**src/hw/rtl/udpchk_pkg.sv**
```systemverilog
package udpchk_pkg;

    localparam int PORT_SLOTS = 4;
    localparam int SLOT_REGS  = 4;
    localparam int SLOT_W     = 2;
    localparam int CFG_IDX_W  = 8;
    localparam int CFG_DATA_W = 16;
    localparam int ADDR_SUM_W = 19;

    localparam logic [2:0] VERDICT_ACCEPT     = 3'd0;
    localparam logic [2:0] VERDICT_SHORT      = 3'd1;
    localparam logic [2:0] VERDICT_BAD_LEN    = 3'd2;
    localparam logic [2:0] VERDICT_BAD_CKSUM  = 3'd3;
    localparam logic [2:0] VERDICT_NO_HANDLER = 3'd4;

    localparam logic [15:0] MIN_UDP_LEN = 16'd8;
    localparam logic [15:0] COUNT_MAX   = 16'hFFFF;
    localparam logic [15:0] UDP_PROTO   = 16'h0011;
    localparam logic [15:0] CKSUM_ONES  = 16'hFFFF;

    typedef struct packed {
        logic [15:0]           byte_len;
        logic [15:0]           sport;
        logic [15:0]           dst_port;
        logic [15:0]           hdr_len;
        logic                  cks_nz;
        logic [7:0]            held;
        logic [31:0]           sum;
        logic [ADDR_SUM_W-1:0] addr_sum;
    } t_fin;

    // even index writes the high half, odd index the low half
    function automatic logic [15:0] set_half(input logic [15:0] word, input logic odd,
                                             input logic [7:0] b);
        logic [15:0] res;
        if (odd) begin
            res = {word[15:8], b};
        end else begin
            res = {b, word[7:0]};
        end
        return res;
    endfunction

endpackage

```
**src/hw/rtl/udpchk_accum.sv**
```systemverilog
module udpchk_accum import udpchk_pkg::*; (
    input  logic        i_clk,
    input  logic        i_rst_n,
    input  logic        i_xfer,
    input  logic [7:0]  i_data_byte,
    input  logic        i_first_byte,
    input  logic        i_last_byte,
    input  logic [31:0] i_source_addr,
    input  logic [31:0] i_dest_addr,
    input  logic        i_fin_take,
    output logic        o_fin_valid,
    output t_fin        o_fin
);

    logic [15:0]           r_count, n_count;
    logic [31:0]           r_sum, n_sum;
    logic [7:0]            r_held, n_held;
    logic [15:0]           r_src, n_src;
    logic [15:0]           r_dst, n_dst;
    logic [15:0]           r_len, n_len;
    logic                  r_nz, n_nz;
    logic [ADDR_SUM_W-1:0] r_addr_sum, n_addr_sum;
    logic                  r_fin_valid;
    t_fin                  r_fin;

    logic [15:0] base_count, base_src, base_dst, base_len;
    logic [31:0] base_sum;
    logic [7:0]  base_held;
    logic        base_nz;
    logic        sum_on;

    always_comb begin
        base_count = i_first_byte ? 16'd0 : r_count;
        base_sum   = i_first_byte ? 32'd0 : r_sum;
        base_held  = i_first_byte ? 8'd0  : r_held;
        base_src   = i_first_byte ? 16'd0 : r_src;
        base_dst   = i_first_byte ? 16'd0 : r_dst;
        base_len   = i_first_byte ? 16'd0 : r_len;
        base_nz    = i_first_byte ? 1'b0  : r_nz;

        n_src = base_src;
        n_dst = base_dst;
        n_len = base_len;
        n_nz  = base_nz;
        if (base_count < 16'd2) begin
            n_src = set_half(base_src, base_count[0], i_data_byte);
        end else if (base_count < 16'd4) begin
            n_dst = set_half(base_dst, base_count[0], i_data_byte);
        end else if (base_count < 16'd6) begin
            n_len = set_half(base_len, base_count[0], i_data_byte);
        end else if (base_count < MIN_UDP_LEN && i_data_byte != 8'd0) begin
            n_nz = 1'b1;
        end

        sum_on = (base_count != COUNT_MAX) && (base_count < 16'd6 || base_count < n_len);
        n_held = (sum_on && !base_count[0]) ? i_data_byte : base_held;
        n_sum  = (sum_on && base_count[0]) ? base_sum + {16'd0, base_held, i_data_byte}
                                           : base_sum;
        n_count = (base_count == COUNT_MAX) ? COUNT_MAX : base_count + 16'd1;

        n_addr_sum = r_addr_sum;
        if (i_first_byte) begin
            n_addr_sum = ADDR_SUM_W'(i_source_addr[31:16]) + ADDR_SUM_W'(i_source_addr[15:0])
                       + ADDR_SUM_W'(i_dest_addr[31:16]) + ADDR_SUM_W'(i_dest_addr[15:0])
                       + ADDR_SUM_W'(UDP_PROTO);
        end
    end

    always_ff @(posedge i_clk) begin
        if (!i_rst_n) begin
            r_count     <= '0;
            r_sum       <= '0;
            r_held      <= '0;
            r_src       <= '0;
            r_dst       <= '0;
            r_len       <= '0;
            r_nz        <= 1'b0;
            r_addr_sum  <= ADDR_SUM_W'(UDP_PROTO);
            r_fin_valid <= 1'b0;
        end else begin
            if (i_xfer) begin
                r_addr_sum <= n_addr_sum;
                if (i_last_byte) begin
                    r_count <= '0;
                    r_sum   <= '0;
                    r_held  <= '0;
                    r_src   <= '0;
                    r_dst   <= '0;
                    r_len   <= '0;
                    r_nz    <= 1'b0;
                end else begin
                    r_count <= n_count;
                    r_sum   <= n_sum;
                    r_held  <= n_held;
                    r_src   <= n_src;
                    r_dst   <= n_dst;
                    r_len   <= n_len;
                    r_nz    <= n_nz;
                end
            end
            if (i_xfer && i_last_byte) begin
                r_fin_valid <= 1'b1;
            end else if (i_fin_take) begin
                r_fin_valid <= 1'b0;
            end
        end
    end

    // datagram snapshot taken at the last byte
    always_ff @(posedge i_clk) begin
        if (i_xfer && i_last_byte) begin
            r_fin.byte_len <= n_count;
            r_fin.sport    <= n_src;
            r_fin.dst_port <= n_dst;
            r_fin.hdr_len  <= n_len;
            r_fin.cks_nz   <= n_nz;
            r_fin.held     <= n_held;
            r_fin.sum      <= n_sum;
            r_fin.addr_sum <= n_addr_sum;
        end
    end

    assign o_fin_valid = r_fin_valid;
    assign o_fin       = r_fin;

    a_clear_after_last: assert property (@(posedge i_clk) disable iff (!i_rst_n)
        i_xfer && i_last_byte |=> r_count == 16'd0 && r_sum == 32'd0 && !r_nz)
        else $error("datagram state not cleared after last byte");

    a_count_step: assert property (@(posedge i_clk) disable iff (!i_rst_n)
        i_xfer && !i_last_byte && !i_first_byte && r_count != COUNT_MAX
        |=> r_count == $past(r_count) + 16'd1)
        else $error("byte count did not advance");

    a_snap_hold: assert property (@(posedge i_clk) disable iff (!i_rst_n)
        r_fin_valid && !i_fin_take |=> r_fin_valid && $stable(r_fin))
        else $error("pending snapshot lost or changed");

endmodule

```
**config.mk**
```make
export PLATFORM = sky130hd
export DESIGN_NAME = udpchk_accum
export DESIGN_NICKNAME = d
export VERILOG_FILES = /design/src/hw/rtl/udpchk_pkg.sv /design/src/hw/rtl/udpchk_accum.sv
export SDC_FILE = /design/constraint.sdc
export NUM_CORES = 1
export LEC_CHECK = 0
export BUFFER_PORTS_ARGS = -buffer_cell sky130_fd_sc_hd__buf_2
export CAP_MARGIN = 20
export CORE_ASPECT_RATIO = 0.5
export CORE_MARGIN = 4
export CORE_UTILIZATION = 34
export CTS_CLUSTER_SIZE = 10
export DETAILED_ROUTE_END_ITERATION = 12
export GPL_ROUTABILITY_DRIVEN = 0
export REMOVE_ABC_BUFFERS = 1
export SLEW_MARGIN = 10
export SYNTH_ARGS = -nofsm -noshare
export SYNTH_HDL_FRONTEND = slang
export SYNTH_SLANG_ARGS = --single-unit
export TNS_END_PERCENT = 100
```
**constraint.sdc**
```tcl
create_clock -name i_clk -period 7.2 [get_ports i_clk]
set_input_delay 0.72 -clock i_clk [delete_from_list [all_inputs] [get_ports i_clk]]
set_output_delay 0.72 -clock i_clk [all_outputs]
set_load 0.005 [all_outputs]
```
Yosys cells after proc, flatten, opt, wreduce, memory -nomap -nowiden
Cells that the tools add are included.
{ "classes": {"n_eq_ne": 2, "n_addsub": 6, "reduce_logical": 9, "magnitude_cmp": 5, "mux": 33} }
{ "ops": {"columns": ["operator", "n"], "rows": [
  ["$mux 16", 18],
  ["$mux 32", 3],
  ["$add 32x16->32", 1],
  ["$lt 16x3->1 const B", 2],
  ["$mux 8", 3],
  ["$add 18x16->19", 1],
  ["$add 19x5->19 const B", 1],
  ["$mux 19", 1],
  ["$add 17x16->18", 1],
  ["$add 16x16->17", 1],
  ["$add 16x1->16 const B", 1],
  ["$eq 16x16->1 const B", 1],
  ["$lt 16x16->1", 1],
  ["$lt 16x2->1 const B", 1],
  ["$lt 16x4->1 const B", 1],
  ["$ne 16x16->1 const B", 1],
  ["$mux 1", 8],
  ["$reduce_bool 8->1", 1],
  ["$logic_and 1x1->1", 5],
  ["$reduce_bool 2->1", 1],
  ["$logic_not 1->1", 1],
  ["$logic_or 1x1->1", 1]
]} }
{ "word_totals": {"reg_bits": 249, "in_bits": 78} }

Longest topological paths before layout
{ "depth": {"depth_word": 11, "depth_mapped": 18} }

Least setup slack after synthesis
Ideal clock, no wire load.
{ "synth_timing": {"kind": "input to register", "start": "in i_source_addr[1]", "end": "reg r_fin (netlist bit o_fin[15]), data pin", "stages": 13, "setup_slack_ps": 2652, "setup_ps": 260, "path_buffers": 0, "t_arrival_ps": 4289, "required_ps": 6940, "path_cell_list": "fa_1 > fa_1 > ha_1 > ha_1 > fa_1 > a211oi_1 > o21ai_0 > a31o_2 > a211oi_1 > o21bai_1 > a21o_1 > xor2_1 > mux2_2"} }
{ "synth_via": {"elab_chain_cells": 5} }
{ "synth_rtl": {"columns": ["element", "line", "source"], "rows": [
  ["start: declaration", "udpchk_accum.sv:8", "input logic [31:0] i_source_addr,"],
  ["$add 16x16->17", "udpchk_accum.sv:63", "n_addr_sum = ADDR_SUM_W'(i_source_addr[31:16]) + ADDR_SUM_W'(i_source_addr[15:0])"],
  ["$add 17x16->18", "udpchk_accum.sv:64", "+ ADDR_SUM_W'(i_dest_addr[31:16]) + ADDR_SUM_W'(i_dest_addr[15:0])"],
  ["$add 18x16->19", "udpchk_accum.sv:64", null],
  ["$add 19x5->19", "udpchk_accum.sv:65", "+ ADDR_SUM_W'(UDP_PROTO);"],
  ["$mux 19", "udpchk_accum.sv:62", "if (i_first_byte) begin"],
  ["named net n_addr_sum[15]", "udpchk_accum.sv:22", "logic [ADDR_SUM_W-1:0] r_addr_sum, n_addr_sum;"],
  ["end: declaration", "udpchk_accum.sv:24", "t_fin r_fin;"]
]} }
The timed path passes the listed nets, and every way through them passes these cells.
A chain may end at the register's enable or synchronous reset.

Worst setup path after layout
{ "layout_timing": {"start": "reg r_count[4]", "end": "reg r_fin (netlist bit o_fin[43]), data pin"} }
{ "layout_via": {"elab_chain_cells": 10, "elab_cells_between_ends": 13, "classes_between": "4 x order compare; 1 x eq/ne; 5 x mux; 3 x reduce/logical"} }
{ "layout_rtl": {"columns": ["element", "line", "source"], "rows": [
  ["start: declaration", "udpchk_accum.sv:15", "logic [15:0] r_count, n_count;"],
  ["start signal: assignment", "udpchk_accum.sv:92", "r_count <= n_count;"],
  ["$mux 16 *", "udpchk_accum.sv:33", "base_count = i_first_byte ? 16'd0 : r_count;"],
  ["$lt 16x3->1", "udpchk_accum.sv:49, udpchk_accum.sv:55", null],
  ["$mux 16", "udpchk_accum.sv:49", "end else if (base_count < 16'd6) begin"],
  ["$mux 16", "udpchk_accum.sv:47", "end else if (base_count < 16'd4) begin"],
  ["$mux 16", "udpchk_accum.sv:45", "if (base_count < 16'd2) begin"],
  ["$lt 16x16->1", "udpchk_accum.sv:55", "sum_on = (base_count != COUNT_MAX) && (base_count < 16'd6 || base_count < n_len);"],
  ["$logic_or 1x1->1", "udpchk_accum.sv:55", null],
  ["$logic_and 1x1->1 *", "udpchk_accum.sv:55", null],
  ["$logic_and 1x1->1 *", "udpchk_accum.sv:57", "n_sum = (sum_on && base_count[0]) ? base_sum + {16'd0, base_held, i_data_byte}"],
  ["$mux 32 *", "udpchk_accum.sv:57", null],
  ["named net n_sum[24]", "udpchk_accum.sv:16", "logic [31:0] r_sum, n_sum;"]
]} }
Mark *: on every way through the listed nets, which the timed path passes. The rest lies on a longest branch.

==> results.json <==
{
  "irDropWorstVdd_uv": 155.9,
  "cts_setup_buffers": 0,
  "ys_ff_latch": 249,
  "reg2reg_to": "o_fin[43]",
  "worst_slack_ns": 2.097,
  "post-place-ws_ns": 1.677,
  "dieArea_mm2": 0.04296,
  "holdPathEnd": "r_addr_sum[17]",
  "maxCapViolations": 0,
  "clkSinkCount": 249,
  "netlist.area_leader.share_pct": 27.71,
  "seq_area_frac_synth_pct": 46.34,
  "nFillCells": 3876,
  "syn-cell-area_mm2": 0.01344,
  "cts_tree": "yes",
  "rsz0062_at_grt": "no",
  "rows": 51,
  "grt_pass1_vias": 10110,
  "nets": 1640,
  "cpMostUsedCell": "a21oi_1",
  "cellPowerDensity_mw_per_mm2": 232.0,
  "path_max_fanout": 21,
  "via_count": 10120,
  "ctsResizeCount": 0,
  "grt_max_degree": 79,
  "die_w_um": 289.1,
  "via_per_inst": 5.015,
  "crit-reg2reg-launch": "r_count[4]",
  "path_delay_family": "simple AND/OR/NAND/NOR gates",
  "grt_remaining_overflow": 0,
  "instances_no_fill": 2018,
  "htreeDepth": 1,
  "ctsRootBufferMaster": "clkbuf_16",
  "synth_edf_count": 124,
  "start_util_pct": 34.52,
  "synth.distinct_cells": 70,
  "cp.depth": 13,
  "drcViolationCount": 0,
  "clk_pin_slew_ns": 0.06,
  "area_delta_synth_final_pct": 17.07,
  "insertion_delay_ns": 0.55,
  "crit_type": "reg2reg",
  "cp_data_required_time_ns": 7.49,
  "reg2reg_depth": 13,
  "multi_input_area_mm2": 0.006764,
  "max_slew_margin_pct": 29.26,
  "cp-startpoint": "r_count[4]",
  "fin_crit_ns": 5.103,
  "setup_violations": 0,
  "status": "completed",
  "clockBufferDepth": 3,
  "min_path_type": "reg2reg",
  "numPortBuffers": 202,
  "final_min_period_over_clock_period_pct": 70.88,
  "drv_slew": 0,
  "grt_first_pass_wirelength_um": 54440,
  "regArea_mm2": 0.006226,
  "ys_top_cells_by_area": "edfxtp_1 (28%), dfxtp_1 (19%), ha_1 (6.1%), fa_1 (4.8%), mux2_2 (3.5%)",
  "worst_pin_slew_ns": 1.061,
  "rrSetupSlack_ns": 2.10,
  "cts_buffers": 29,
  "core_area_mm2": 0.03892,
  "clock_skew_ns": 0.01202,
  "crit_chain": "nor4_1 -> and4_4 -> and4b_1 -> nor3b_1 -> a21oi_1 -> ha_1 -> a21oi_1 -> nand2_1 -> mux2_4 -> o211ai_2 -> and2_1 -> nand4_1 -> mux2_2",
  "yosysTopAreaCell": "edfxtp_1",
  "ys_async_sr_fraction_pct": 0,
  "cp-start-kind": "register",
  "hp-start": "r_addr_sum[17]",
  "setup_tns_ns": 0,
  "timing.critical_path.buf_inv": 0,
  "synth_ff_type": "dfxtp_1",
  "endpoint_kind": "register",
  "die_h_um": 148.6,
  "syn_inst": 1298,
  "hold_ws_ns": 0.4570,
  "ant_nets": 0,
  "hold_depth": 2,
  "p_leak_nw": 6.315,
  "crit_path_top_delay_cell": "and2_1",
  "drt-initial-drc-count": 545,
  "slowest_delay_ns": 0.91,
  "postCtsHoldBufs": 0,
  "dp.cells": 1963,
  "synth_warnings": 0,
  "syn_avg_cell_area_um2": 10.35,
  "antenna_found_initial": 1,
  "finalHoldViolCount": 0,
  "drt_wl_total_um": 33950,
  "avgRoutedWirePerCell_um": 16.82,
  "crit_arrival_ns": 5.40,
  "dp_hpwl_um": 22850,
  "dr.pass1.iters": 5,
  "timing.fmax_ghz": 0.1959,
  "ios": 203,
  "drive_gt1_share_pct": 20.65,
  "grt_usage_pct": 15.58
}
## cells in the final DEF (no fill, tap or decap), types with 10 or more instances in the layout
cell type	Yosys	layout
mux2i_1	16	16
edfxtp_1	124	124
nor3_1	12	12
a22oi_1	36	36
nand2_1	122	122
clkbuf_1	63	22
dfxtp_1	125	125
nand4_1	13	13
nor3b_1	10	10
fa_1	32	32
a22o_1	28	28
nand3_1	26	26
a21o_1	11	11
o21ai_0	63	63
buf_2	7	201
a21oi_1	61	61
ha_1	66	66
inv_1	35	33
buf_4	0	13
mux2_2	42	42
nand2b_1	36	36
clkbuf_16	0	29
xnor2_1	29	29
and2_1	25	24
nor2_1	94	92
o211ai_1	10	10
xor2_1	22	22
nor2b_1	66	66
## kinds of logic (layout without fill, tap and decap cells)
kind of cell    count (synthesis)  in the layout  synth area share, %
xor+xnor                       51             51                3.324
mux                            59             59                4.823
flops                         249            249                46.34
compound gates                285            285                14.55
other cells                     0              1                    0
simple gates                  442            442                16.64
fa+ha+maj                      98             98                10.91
buf+inv                       114            303                3.417
## per-stage QoR
stage	area [µm²]	util [%]	power, W
floorplan	13110	-	0.002110
global placement	14890	38.25	0.002363
detailed placement	14890	38.25	0.002362
CTS	15730	40.41	0.003705
global route	15730	40.41	0.003859
finish	15730	40.41	0.003650
## how the worst max path moves through the flow
stage,endpoint
after floorplan,r_sum[24]
after detailed placement,o_fin[43]
after global routing,o_fin[43]
after CTS,o_fin[43]
after global placement,o_fin[43]
final,o_fin[43]
## cell type report
type,instances,share of cell area (%)
diodes,1,0.01591
inverters,35,0.8352
multi-input cells,935,43.00
repair buffers,214,7.016
clock inverters,2,0.1114
clock buffers,52,5.226
well taps,530,4.216
flip-flops and latches,249,39.58
## tightest hold or removal path: cells and delay by family (launching register included)
| family | cells | cell delay, ns |
|---|---|---|
| flip-flops | 1 | 0.31 |
| AND/OR/NAND/NOR | 1 | 0.05 |
| AO/OA/AOI/OAI | 1 | 0.05 |
## per-layer routing
metal	share of wire, %	vias to the layer above	track usage (%)	routed length [µm]
li1	-	5013	-	-
met1	45	4880	20.30	15210
met2	49	179	27.01	16770
met3	3.6	48	2.450	1212
met4	2.2	0	4.345	751
met5	0	-	0	0
## synthesized netlist by cell type (all sizes together) (36+ instances only)
library cell,count
dfxtp,125
edfxtp,124
nand2,122
nor2,94
ha,66
nor2b,66
o21ai,64
clkbuf,63
a21oi,61
mux2,43
a22oi,36
nand2b,36
## registers in the layout, summed over array words and instances, names as in the netlist
signal and cells:
o_fin 124, r_sum 32, r_addr_sum 19, r_count 16, r_dst 16, r_len 16
r_src 16, r_held 8, o_fin_valid 1, r_nz 1
## power breakdown
part           leakage, nW  internal, W  switching, W
clock network        0.400     0.000765      0.000557
registers             2.17      0.00157     0.0000261
logic                 3.75     0.000313      0.000417
Note: power is estimated with default switching activity, not from simulation.
